**src/rtl/nic_csr_pkg.sv**
```systemverilog
// Package for the NIC CSR block: codes, bit masks, transaction types.
`timescale 1ns / 1ps
`default_nettype none

package nic_csr_pkg;

    localparam int SA_W = 48;

    typedef enum logic [1:0] {
        CMD_WRITE = 2'd0,
        CMD_READ  = 2'd1,
        CMD_EVENT = 2'd2,
        CMD_NOP   = 2'd3
    } cmd_t;

    // io window offsets
    localparam logic [4:0] OFS_PROM_LAST = 5'd15;
    localparam logic [4:0] OFS_DATA      = 5'd16;
    localparam logic [4:0] OFS_ADDR      = 5'd18;
    localparam logic [4:0] OFS_RESET     = 5'd20;

    // CSR numbers
    localparam logic [6:0] CSR_STATUS  = 7'd0;
    localparam logic [6:0] CSR_IADR_LO = 7'd1;
    localparam logic [6:0] CSR_IADR_HI = 7'd2;
    localparam logic [6:0] CSR_MASK    = 7'd3;
    localparam logic [6:0] CSR_MAC0    = 7'd12;
    localparam logic [6:0] CSR_MAC1    = 7'd13;
    localparam logic [6:0] CSR_MAC2    = 7'd14;

    // CSR0 bits
    localparam logic [15:0] S_INIT      = 16'h0001;
    localparam logic [15:0] S_STRT      = 16'h0002;
    localparam logic [15:0] S_STOP      = 16'h0004;
    localparam logic [15:0] S_TDMD      = 16'h0008;
    localparam logic [15:0] S_INEA      = 16'h0040;
    localparam logic [15:0] S_IDON      = 16'h0100;
    localparam logic [15:0] S_TINT      = 16'h0200;
    localparam logic [15:0] S_RINT      = 16'h0400;
    localparam logic [15:0] S_MERR      = 16'h0800;
    localparam logic [15:0] EVENT_FIELD = 16'h7F00;
    localparam logic [15:0] IRQ_FIELD   = 16'h5F00;
    localparam logic [15:0] CSR0_KEEP   = EVENT_FIELD | S_INEA | S_STOP | S_STRT | S_INIT;

    typedef struct packed {
        cmd_t        cmd;
        logic [4:0]  io_offset;
        logic [15:0] write_data;
        logic [3:0]  event_bits;
    } item_t;

    typedef struct packed {
        logic [15:0] read_data;
        logic        irq_line;
        logic        tx_demand;
        logic        init_request;
        logic        running;
    } result_t;

endpackage

`default_nettype wire

```
**src/rtl/nic_csr_regs.sv**
```systemverilog
// CSR file of the NIC block: register state and the per-transaction update.
`timescale 1ns / 1ps
`default_nettype none

module nic_csr_regs (
    input  wire logic                         aclk,
    input  wire logic                         aresetn,
    input  wire logic                         step_en,
    input  wire nic_csr_pkg::item_t           item,
    input  wire logic [nic_csr_pkg::SA_W-1:0] station_address,
    output nic_csr_pkg::result_t              result
);
    import nic_csr_pkg::*;

    logic [6:0]  ptr_reg, ptr_next;
    logic [15:0] status_reg, status_next;
    logic [15:0] iadr_lo_reg, iadr_lo_next;
    logic [15:0] iadr_hi_reg, iadr_hi_next;
    logic [15:0] mask_reg, mask_next;
    logic [15:0] mac0_reg, mac0_next;
    logic [15:0] mac1_reg, mac1_next;
    logic [15:0] mac2_reg, mac2_next;
    logic [15:0] rd_data;
    logic [15:0] csr_rd;
    logic        tdmd_pulse;
    logic        init_pulse;

    function automatic logic [7:0] prom_byte(input logic [SA_W-1:0] sa,
                                             input logic [4:0] off);
        logic [7:0] b;
        b = 8'h00;
        if (off < 5'd6) begin
            b = sa[{off[2:0], 3'b000} +: 8];
        end
        return b;
    endfunction

    function automatic logic [15:0] csr0_write(input logic [15:0] s,
                                               input logic [15:0] v);
        logic [15:0] n;
        n = s & ~(v & EVENT_FIELD);
        n = (n & ~S_INEA) | (v & S_INEA);
        // STOP wins over INIT and STRT in the same write
        if ((v & S_STOP) != 16'h0000) begin
            n = (n | S_STOP) & ~(S_STRT | S_INIT);
        end else begin
            if ((v & S_INIT) != 16'h0000) begin
                n = n | S_INIT;
            end
            if ((v & S_STRT) != 16'h0000) begin
                n = (n | S_STRT) & ~S_STOP;
            end
        end
        return n & CSR0_KEEP;
    endfunction

    always_comb begin
        case (ptr_reg)
            CSR_STATUS:  csr_rd = status_reg;
            CSR_IADR_LO: csr_rd = iadr_lo_reg;
            CSR_IADR_HI: csr_rd = iadr_hi_reg;
            CSR_MASK:    csr_rd = mask_reg;
            CSR_MAC0:    csr_rd = mac0_reg;
            CSR_MAC1:    csr_rd = mac1_reg;
            CSR_MAC2:    csr_rd = mac2_reg;
            default:     csr_rd = 16'h0000;
        endcase
    end

    always_comb begin
        ptr_next     = ptr_reg;
        status_next  = status_reg;
        iadr_lo_next = iadr_lo_reg;
        iadr_hi_next = iadr_hi_reg;
        mask_next    = mask_reg;
        mac0_next    = mac0_reg;
        mac1_next    = mac1_reg;
        mac2_next    = mac2_reg;
        rd_data      = 16'h0000;
        tdmd_pulse   = 1'b0;
        init_pulse   = 1'b0;
        if (step_en) begin
            case (item.cmd)
                CMD_WRITE: begin
                    if (item.io_offset == OFS_ADDR) begin
                        ptr_next = item.write_data[6:0];
                    end else if (item.io_offset == OFS_DATA) begin
                        case (ptr_reg)
                            CSR_STATUS: begin
                                status_next = csr0_write(status_reg, item.write_data);
                                tdmd_pulse  = item.write_data[3];
                                init_pulse  = item.write_data[0] & ~item.write_data[2];
                            end
                            CSR_IADR_LO: iadr_lo_next = item.write_data;
                            CSR_IADR_HI: iadr_hi_next = item.write_data;
                            CSR_MASK:    mask_next    = item.write_data;
                            CSR_MAC0:    mac0_next    = item.write_data;
                            CSR_MAC1:    mac1_next    = item.write_data;
                            CSR_MAC2:    mac2_next    = item.write_data;
                            default: ;
                        endcase
                    end
                end
                CMD_READ: begin
                    if (item.io_offset inside {[5'd0:OFS_PROM_LAST]}) begin
                        rd_data = {prom_byte(station_address, item.io_offset + 5'd1),
                                   prom_byte(station_address, item.io_offset)};
                    end else if (item.io_offset == OFS_DATA) begin
                        rd_data = csr_rd;
                    end else if (item.io_offset == OFS_ADDR) begin
                        rd_data = {9'b0, ptr_reg};
                    end else if (item.io_offset == OFS_RESET) begin
                        // reload defaults, MAC words from the station address
                        ptr_next     = 7'd0;
                        status_next  = S_STOP;
                        iadr_lo_next = 16'h0000;
                        iadr_hi_next = 16'h0000;
                        mask_next    = 16'h0000;
                        mac0_next    = station_address[15:0];
                        mac1_next    = station_address[31:16];
                        mac2_next    = station_address[47:32];
                    end
                end
                CMD_EVENT: begin
                    status_next = status_reg | {4'b0000, item.event_bits, 8'h00};
                end
                default: ;
            endcase
        end
    end

    always_comb begin
        result.read_data    = rd_data;
        result.irq_line     = ((status_next & ~mask_next & IRQ_FIELD) != 16'h0000);
        result.tx_demand    = tdmd_pulse;
        result.init_request = init_pulse;
        result.running      = status_next[1];
    end

    always_ff @(posedge aclk) begin
        if (!aresetn) begin
            ptr_reg     <= 7'd0;
            status_reg  <= S_STOP;
            iadr_lo_reg <= 16'h0000;
            iadr_hi_reg <= 16'h0000;
            mask_reg    <= 16'h0000;
            mac0_reg    <= 16'h0000;
            mac1_reg    <= 16'h0000;
            mac2_reg    <= 16'h0000;
        end else begin
            ptr_reg     <= ptr_next;
            status_reg  <= status_next;
            iadr_lo_reg <= iadr_lo_next;
            iadr_hi_reg <= iadr_hi_next;
            mask_reg    <= mask_next;
            mac0_reg    <= mac0_next;
            mac1_reg    <= mac1_next;
            mac2_reg    <= mac2_next;
        end
    end

endmodule

`default_nettype wire

```
**src/rtl/nic_csr_interrupt_block.sv**
```systemverilog
// Top level of the NIC CSR block: stream handshake, input and result registers.
//
//  channel   | valid/ready                  | payload
//  ----------+------------------------------+-------------------------------------
//  s_axis    | s_axis_tvalid/s_axis_tready  | tuser cmd, tdata offset/data/events
//  m_axis    | m_axis_tvalid/m_axis_tready  | tdata read_data, irq, tdmd, init, run
//  cfg       | cfg_we (no ready)            | cfg_wdata station address
//
// One transaction per cycle sustained while the result side is not stalled.
// The input register feeds the CSR update logic, which loads the result register.
// A stalled result holds; the input register still takes one more transaction.
// aresetn is synchronous, active low, resets the CSRs (CSR0 to STOP) and clears the station address.
`timescale 1ns / 1ps
`default_nettype none

module nic_csr_interrupt_block (
    input  wire logic                         aclk,
    input  wire logic                         aresetn,
    input  wire logic                         cfg_we,
    input  wire logic [nic_csr_pkg::SA_W-1:0] cfg_wdata,
    input  wire logic                         s_axis_tvalid,
    output logic                              s_axis_tready,
    // [4:0] io_offset, [20:5] write_data, [24:21] event_bits, [31:25] zero
    input  wire logic [31:0]                  s_axis_tdata,
    // [1:0] cmd
    input  wire logic [1:0]                   s_axis_tuser,
    output logic                              m_axis_tvalid,
    input  wire logic                         m_axis_tready,
    // [15:0] read_data, [16] irq_line, [17] tx_demand, [18] init_request,
    // [19] running, [23:20] zero
    output logic [23:0]                       m_axis_tdata
);
    import nic_csr_pkg::*;

    logic [SA_W-1:0] sa_reg, sa_next;
    item_t           in_item_reg;
    logic            in_vld_reg, in_vld_next;
    result_t         out_res_reg;
    logic            out_vld_reg, out_vld_next;
    result_t         step_res;
    logic            in_accept;
    logic            advance;

    assign advance       = in_vld_reg & (~out_vld_reg | m_axis_tready);
    assign s_axis_tready = ~in_vld_reg | advance;
    assign in_accept     = s_axis_tvalid & s_axis_tready;

    assign sa_next      = cfg_we ? cfg_wdata : sa_reg;
    assign in_vld_next  = in_accept | (in_vld_reg & ~advance);
    assign out_vld_next = advance | (out_vld_reg & ~m_axis_tready);

    nic_csr_regs u_regs (
        .aclk            (aclk),
        .aresetn         (aresetn),
        .step_en         (advance),
        .item            (in_item_reg),
        .station_address (sa_reg),
        .result          (step_res)
    );

    always_ff @(posedge aclk) begin
        if (!aresetn) begin
            sa_reg      <= '0;
            in_vld_reg  <= 1'b0;
            out_vld_reg <= 1'b0;
        end else begin
            sa_reg      <= sa_next;
            in_vld_reg  <= in_vld_next;
            out_vld_reg <= out_vld_next;
        end
    end

    always_ff @(posedge aclk) begin
        if (in_accept) begin
            in_item_reg.cmd        <= cmd_t'(s_axis_tuser);
            in_item_reg.io_offset  <= s_axis_tdata[4:0];
            in_item_reg.write_data <= s_axis_tdata[20:5];
            in_item_reg.event_bits <= s_axis_tdata[24:21];
        end
        if (advance) begin
            out_res_reg <= step_res;
        end
    end

    assign m_axis_tvalid = out_vld_reg;
    assign m_axis_tdata  = {4'b0000, out_res_reg.running, out_res_reg.init_request,
                            out_res_reg.tx_demand, out_res_reg.irq_line,
                            out_res_reg.read_data};

endmodule

`default_nettype wire

```
**config.mk**
```make
export PLATFORM = sky130hd
export DESIGN_NAME = nic_csr_interrupt_block
export DESIGN_NICKNAME = d
export VERILOG_FILES = /design/src/rtl/nic_csr_pkg.sv /design/src/rtl/nic_csr_regs.sv /design/src/rtl/nic_csr_interrupt_block.sv
export SDC_FILE = /design/constraint.sdc
export NUM_CORES = 1
export LEC_CHECK = 0
export BUFFER_PORTS_ARGS = -buffer_cell sky130_fd_sc_hd__clkbuf_2
export CAP_MARGIN = 20
export CORE_ASPECT_RATIO = 0.75
export CORE_MARGIN = 4
export CORE_UTILIZATION = 60
export DETAILED_ROUTE_END_ITERATION = 6
export GPL_ROUTABILITY_DRIVEN = 1
export MAX_ROUTING_LAYER = met4
export PLACE_DENSITY_LB_ADDON = 0.12
export SLEW_MARGIN = 20
export SYNTH_ARGS = -nofsm -noshare
export SYNTH_HDL_FRONTEND = slang
export SYNTH_HIERARCHICAL = 1
export SYNTH_SLANG_ARGS = --single-unit
```
**constraint.sdc**
```tcl
create_clock -name aclk -period 9.6 [get_ports aclk]
set_input_delay 0.96 -clock aclk [delete_from_list [all_inputs] [get_ports aclk]]
set_output_delay 0.96 -clock aclk [all_outputs]
set_load 0.02 [all_outputs]
```
# Yosys cells after proc, flatten, opt, wreduce, memory -nomap -nowiden
# Index checks and enable logic that the tools add are counted.
# Widths: inputs -> output; s select.
# op_classes
n_addsub,1
order_cmp,4
n_eq_ne,23
shifts,2
n_mux,69
bitwise,23
reduce_logical,12
# ops
operator,count
$mux 16,49
$pmux 16 s2,6
$pmux 16 s7,1
$shiftx 48x7->8,2
$pmux 16 s3,1
$reduce_and 9->1,5
$mux 7,6
$and 15x15->15,2
$not 15->15,2
$eq 7x4->1 const B,3
$ne 2x2->1 const B,9
$mux 8,2
$or 16x12->16,1
$reduce_bool 16->1,1
$eq 5x5->1 const B,3
$or 15x7->15,1
$eq 7x2->1 const B,2
$pmux 7 s2,1
$lt 5x3->1 const B,2
$not 1->1,8
$eq 7x1->1 const B,1
$logic_not 7->1,1
$reduce_and 7->1,1
$mux 3,2
other kinds (13),22
# totals
reg_bits,216
in_bits,87
output_inout_bits,26
wordCells,154

# Logic depth before layout (Yosys ltp)
# Gate-level depths: netlist of run 1.
# logic_depth
depth_word,13
ltp_mapped,10
depth_no_buf,9

# Cells and area by module
# The synthesis of run 1 kept the hierarchy.
# modules_own_cells
module,instances,cells_each,area_each_um2
nic_csr_regs,1,817,7015.5
nic_csr_interrupt_block,1,216,3372.0

# Least setup slack after synthesis of run 1
# Ideal clock, no wire load.
# synth_path
path_type,input port to flip-flop
startpoint,input port m_axis_tready
endpoint,"register out_res_reg, in the netlist m_axis_tdata[16], data pin"
setup_ps,272
arrival_time_ps,3439
required_time_ps,9328
path_slack_ps,5889
stages,8
path_buffers,1
cell_sequence,nor2b_1 -> nor2b_1 -> nor3b_1 -> and2_4 -> buf_8 -> a22o_2 -> o22ai_1 -> or4_1
# synth_lines
item,line,source
from (decl),nic_csr_interrupt_block.sv:28,"input wire logic m_axis_tready,"
to (signal assigned),nic_csr_interrupt_block.sv:81,out_res_reg <= step_res;
to (decl),nic_csr_interrupt_block.sv:38,result_t out_res_reg;

==> run summary, run 1 <==
Number of iterations in the first detailed-routing pass: 6
Relative max-transition margin: 0.358
Pre-CTS setup slack: 5.69 ns
Layout Skew: 0.0102 ns
MaxCap Viol Count: 0
Path length in cells of the critical path: 8
Capturing instance or port of the critical path: m_axis_tdata[16]
Post-route core utilization: 0.682
Element type at the critical path end: register
Area of the mapped netlist: 10400 um2
Setup-violating endpoint count in the final report: 0
Number of nets in the layout: 1184
Maximum net fanout on the critical path: 13
Yosys top cell by area: dfxtp_1
Final worst path period share: 0.373
Fraction of synthesized cell area taken by the top area cell type: 0.324
Antenna violations before repair: 0
Required time at the endpoint of the critical path: 9.83 ns
Worst voltage drop across the vdd grid: 0.000147 V
I/O pin cnt: 113
Critical path's largest stage delay: 0.70 ns
Synth top area cells: dfxtp_1, edfxtp_1, mux2i_1, nor2_1, mux4_2
Number of sinks handled by clock tree synthesis: 215
Status: completed
Number of slew-limit violations in the final report: 0
Largest net degree at the start of global routing: 87
Dominant delay contributor by cell family on the critical path: simple AND/OR/NAND/NOR gates
Count of yosys warnings during synthesis: 6
Buffers inserted during post-CTS setup optimization: 0
Post-synth EDFFs: 47
Slew of the pin with the lowest slew margin: 0.962 ns
Crit path setup slack, layout: 6.02 ns
Port Buf Inserts: 101
Site Rows: 41
Die Height: 122 um
Share of flip-flops with an asynchronous set or reset: 0
Mean instance size in the synthesized netlist: 10.1 um2
Share of synthesized area occupied by flip-flops and latches: 0.460
Setup slack, reg-to-reg: 6.02 ns
Area of the core region: 16900 um2
Detailed router's first-iteration violation count: 1147
Detail Route Antenna Nets: 0
TritonCTS clock tree: yes
Startpoint of the most critical setup path: in_item_reg[21]
Setup Total Neg Slack: 0 ns
Share of final-layout standard cells stronger than drive strength 1: 0.180
Detail Placement HPWL: 20600 um
Total gr overflow: 0
Post-placement cell area: 10900 um2
Path depth of the worst reg2reg path: 8
First-pass GRT wire length: 45900 um
Tot Pwr: 0.00197 W
Die Span X: 160 um
Number of vias after detailed routing: 8475
FF+latch count, synth: 215
Maximum level of the CTS H-tree: 1
Final weighted congestion in routability-driven placement: 0.978
PwrDens: 171 nW/um2
Count of mapped cells out of synthesis: 1033
Wire length after detailed routing: 30000 um
Critical path data arrival time: 3.82 ns
Top achievable clock speed: 279 MHz
Bufs and invs on worst path: 0
Insertion delay to the later sink of the worst-skew pair: 0.51 ns
Highest-count cells in the layout ignoring fill and taps: dfxtp_1, nor2_1, mux2i_1
Total GRT Usage: 0.311
Startpoint type of the worst setup path: register
Post-detailed-route via-to-cell ratio: 6.41
Clock-pin slew of the registers on the worst-case setup and hold paths: 0.06 ns
Number of design rule violations left after detail routing: 0
Layout overhead on the synthesized area: 10.9%
Cells along the critical path: ha_1 -> and3_1 -> ha_1 -> nor3_1 -> a31oi_1 -> a221oi_1 -> o22ai_1 -> or4_1
Most used cell along the critical path: ha_1
Starting utilization of the core area: 0.615
Ys flop type: dfxtp_1
Max reg flops: 48
Cts repair resizes: 0
Total die area: 19500 um2
CTS Buf Count: 21
Cell at the slowest stage of the critical path: edfxtp_1
Most frequent standard cell in the layout excluding fill and tap cells: dfxtp_1
Cell leakage power: 4.16 nW
Hold Crit Class: reg -> reg
RSZ-0062 raised after global routing: false
Post-layout minimum cycle time: 3.58 ns
R2R Path End: m_axis_tdata[16]
Distinct cells, synth: 71
Final Hold Viols: 0
Cell area after layout: 11500 um2
Master cell of the clock root buffer: clkbuf_16
Vias in the first global route: 7909
Category of the most critical setup path: reg -> reg
Reg2reg start: in_item_reg[21]
# hold bufs at CTS: 0
Final routed wire length divided by cell count: 22.6 um
Largest buffer count on any clock path: 3
-- power by group --
| part | total, W | switching [W] | internal [W] | leakage, nW |
|---|---|---|---|---|
| Combinational | 0.000178 | 0.000102 | 0.0000768 | 2.03 |
| Clock | 0.000800 | 0.000345 | 0.000454 | 0.317 |
| Sequential | 0.000989 | 0.0000382 | 0.000951 | 1.81 |
-- how the worst min path moves through the flow --
stage	start	end	slack (ns)	cells past startpoint
2_1_floorplan	u_regs/status_reg[13]	u_regs/status_reg[13]	0.43	1
3_3_place_gp	u_regs/mask_reg[15]	u_regs/mask_reg[15]	0.44	2
3_5_place_dp	u_regs/mask_reg[15]	u_regs/mask_reg[15]	0.45	2
4_1_cts	u_regs/mask_reg[15]	u_regs/mask_reg[15]	0.46	2
5_1_grt	u_regs/mask_reg[15]	u_regs/mask_reg[15]	0.49	2
6_report	u_regs/mask_reg[15]	u_regs/mask_reg[15]	0.47	2
-- stage by stage --
step | hold slack, ns | instances
final | 0.468 | 1323
after global routing | 0.492 | 1322
after CTS | 0.461 | 1322
after detailed placement | 0.452 | 1285
after global placement | 0.441 | 1285
after floorplan | 0.428 | 1036
-- final cells by class --
| type | count | area [um2] |
|---|---|---|
| fillers | 1363 | 5360 |
| multi-input cells | 719 | 5130 |
| flip-flops and latches | 215 | 4780 |
| repair buffers | 115 | 611 |
| clock buffers | 32 | 597 |
| well taps | 215 | 269 |
| inverters | 21 | 78.8 |
| clock inverters | 5 | 48.8 |
| diodes | 1 | 2.50 |
-- routing by layer --
layer / up-vias / wire length (um) / GRT usage
li1: 3890 / - / -
met1: 4020 / 12900 / 0.444
met2: 496 / 12200 / 0.424
met3: 69 / 3930 / 0.100
met4: 0 / 924 / 0.0865
met5: - / 0 / -
-- kinds of logic after synthesis --
family                     count (synthesis)  share of synthesized area
muxes                                    134                      0.157
and+or+nand+nor                          309                      0.154
DFF                                      215                      0.460
buffers and inverters                    102                     0.0500
xor gates and xnor gates                   2                    0.00169
adders and majority gates                  4                    0.00482
other                                      1                   0.000361
AOI/OAI and AO/OA                        266                      0.173
-- worst min-delay path, cell delays in order (launching register included) --
cell	delay [ns]
dfxtp_1	0.31
nand2_1	0.05
a21oi_1	0.05
-- Yosys cell counts (all sizes together) (19+ instances only) --
| library cell | instances |
|---|---|
| dfxtp | 168 |
| nor2 | 139 |
| mux2i | 104 |
| a21oi | 89 |
| nor2b | 66 |
| a211oi | 50 |
| edfxtp | 47 |
| clkbuf | 43 |
| buf | 38 |
| mux4 | 22 |
| a22oi | 21 |
| nand2 | 21 |
| o21ai | 21 |
| inv | 19 |
(Power assumes the default switching activity.)
==> run 2: changes to the inputs <==
- ABC_AREA: not set -> 1
- CORE_UTILIZATION: 60 -> 59
- clock period: 9.6 -> 3.5 ns (I/O delays scaled with it)
==> run summary, run 2 <==
Status: completed
Area of the core region: 17000 um2
Share of synthesized area occupied by flip-flops and latches: 0.459
Relative max-transition margin: 0.326
Final worst path period share: 0.842
Setup Total Neg Slack: 0 ns
Layout Skew: 0.00913 ns
Worst voltage drop across the vdd grid: 0.000476 V
# hold bufs at CTS: 0
Total gr overflow: 0
Final routed wire length divided by cell count: 20.5 um
Count of yosys warnings during synthesis: 6
Top achievable clock speed: 339 MHz
Category of the most critical setup path: reg -> reg
Mean instance size in the synthesized netlist: 7.44 um2
I/O pin cnt: 113
Number of sinks handled by clock tree synthesis: 215
Count of antenna diodes in the layout: 0
Most frequent standard cell in the layout excluding fill and tap cells: nand2_1
Worst Hold Slack: 0.0223 ns
Die Span X: 161 um
Most frequent cells after synthesis: nand2_1, o21ai_0, nor2_1, dfxtp_1, inv_1
Buffers inserted during post-CTS setup optimization: 0
Number of vias after detailed routing: 10400
Maximum level of the CTS H-tree: 1
Most used standard cell by instance count after synthesis: nand2_1
Final Hold Viols: 0
Total die area: 19800 um2
Highest-count cells in the layout ignoring fill and taps: nand2_1, o21ai_0, nor2_1
Post-layout minimum cycle time: 2.95 ns
Maximum net fanout on the critical path: 29
Clock-pin slew of the registers on the worst-case setup and hold paths: 0.07 ns
Distinct cells, synth: 47
Hold Crit Class: in -> reg
Post-placement cell area: 10900 um2
Number of nets in the layout: 1552
Cell at the slowest stage of the critical path: edfxtp_1
Share of flip-flops with an asynchronous set or reset: 0
Number of design rule violations left after detail routing: 0
First-pass GRT wire length: 53200 um
Slew of the pin with the lowest slew margin: 1.01 ns
Filler cell count: 1557
Cts repair resizes: 0
Vias in the first global route: 9100
Site Rows: 41
Insertion delay to the later sink of the worst-skew pair: 0.50 ns
FF+latch count, synth: 215
Cell leakage power: 4.80 nW
Die Height: 123 um
Master cell of the clock root buffer: clkbuf_16
Detailed router's first-iteration violation count: 1839
CTS Buf Count: 21
Ys flop type: dfxtp_1
Setup-violating endpoint count in the final report: 0
Post-detailed-route via-to-cell ratio: 6.09
TritonCTS clock tree: yes
Fraction of synthesized cell area taken by the top area cell type: 0.324
Critical path's largest stage delay: 0.38 ns
Post-synth EDFFs: 47
Critical path data arrival time: 3.39 ns
Port Buf Inserts: 101
Area of the mapped netlist: 10400 um2
Max reg flops: 48
Detail Route Antenna Nets: 0
Cell area after layout: 11600 um2
Antenna violations before repair: 0
Required time at the endpoint of the critical path: 3.94 ns
RSZ-0062 raised after global routing: false
Largest net degree at the start of global routing: 94
Element type at the critical path end: register
MaxCap Viol Count: 0
Number of iterations in the first detailed-routing pass: 6
Starting utilization of the core area: 0.610
Number of slew-limit violations in the final report: 0
Share of final-layout standard cells stronger than drive strength 1: 0.136
Tot Pwr: 0.00545 W
PwrDens: 472 nW/um2
Count of mapped cells out of synthesis: 1397
Total GRT Usage: 0.359
Largest buffer count on any clock path: 3
Yosys top cell by area: dfxtp_1
Wire length after detailed routing: 35100 um
Layout overhead on the synthesized area: 11.1%
Synth top area cells: dfxtp_1, edfxtp_1, o21ai_0, nand2_1, nor2_1
Detail Placement HPWL: 25700 um
Final weighted congestion in routability-driven placement: 0.968
Cells along the critical path: inv_1 -> ha_1 -> nand2_1 -> nor3_4 -> nand3_2 -> nand2_2 -> inv_2 -> nor2_4 -> nand2_2 -> inv_1 -> o21ai_0 -> nor2_1
Post-route core utilization: 0.678
Startpoint type of the worst setup path: register
==> run 2: cell count changes in the layout (fill, tap and decap cells not counted), moves of 17 or more <==
| cell | previous run | this run |
|---|---|---|
| o21ai_0 | 19 | 225 |
| nor2_1 | 132 | 186 |
| a22o_1 | 17 | 0 |
| nand2b_1 | 17 | 0 |
| inv_1 | 19 | 129 |
| a211oi_1 | 50 | 22 |
| nand3_1 | 14 | 48 |
| mux2i_1 | 104 | 0 |
| nor2b_1 | 64 | 0 |
| nand2_1 | 21 | 232 |
| a21oi_1 | 88 | 126 |
| a22oi_1 | 21 | 0 |
| mux4_2 | 22 | 0 |
==> run 2: final cells by class <==
cell class	count	area (um2)	area share
flip-flops and latches	215	4770	0.413
multi-input cells	961	4660	0.403
repair buffers	120	648	0.0561
clock buffers	32	587	0.0508
inverters	142	538	0.0466
well taps	236	295	0.0256
clock inverters	5	48.8	0.00422
==> run 2: worst max-delay path: cells and delay by family (launching register included) <==
family / cells / cell delay (ns)
fa+ha+maj: 1 / 0.23
flops: 1 / 0.38
buf+inv: 3 / 0.69
simple gates: 7 / 1.46
compound gates: 1 / 0.10
==> run 2: final timing paths <==
path,startpoint,to,slack (ns),depth (start not counted)
worst max register to register,in_item_reg[21],u_regs/mac1_reg[0],0.55,12
worst max-delay path,in_item_reg[21],u_regs/mac1_reg[0],0.55,12
worst min-delay path,s_axis_tdata[10],in_item_reg[9],0.02,1
worst min register to register,u_regs/iadr_lo_reg[10],u_regs/iadr_lo_reg[10],0.46,2
==> run 2: cell families after synthesis <==
family,share of synthesized area
AO/OA/AOI/OAI,0.237
XOR/XNOR,0.000843
adder cells (fa/ha/maj),0.00481
buffers and inverters,0.0938
flip-flops,0.459
other,0.000361
AND/OR/NAND/NOR,0.203
==> run 2: where the power goes <==
group          total, W  switching, W  internal, W  leakage [nW]
Sequential      0.00272     0.0000839      0.00263          1.84
Combinational  0.000582      0.000414     0.000169          2.65
Clock           0.00215      0.000922      0.00123         0.311
Total           0.00545       0.00142      0.00403          4.80
==> run 2: per-stage QoR <==
stage,instances,setup WS (ns)
after global placement,1674,0.752
after floorplan,1400,0.474
after detailed placement,1674,0.695
final,1711,0.553
after CTS,1711,0.685
after global routing,1711,0.361
==> run 2: metal layers <==
metal / vias to the layer above / track usage / part of all wire
met5: - / - / 0
met4: 0 / 0.102 / 0.035
met3: 103 / 0.0746 / 0.14
met2: 694 / 0.499 / 0.40
met1: 4823 / 0.530 / 0.43
li1: 4797 / - / -
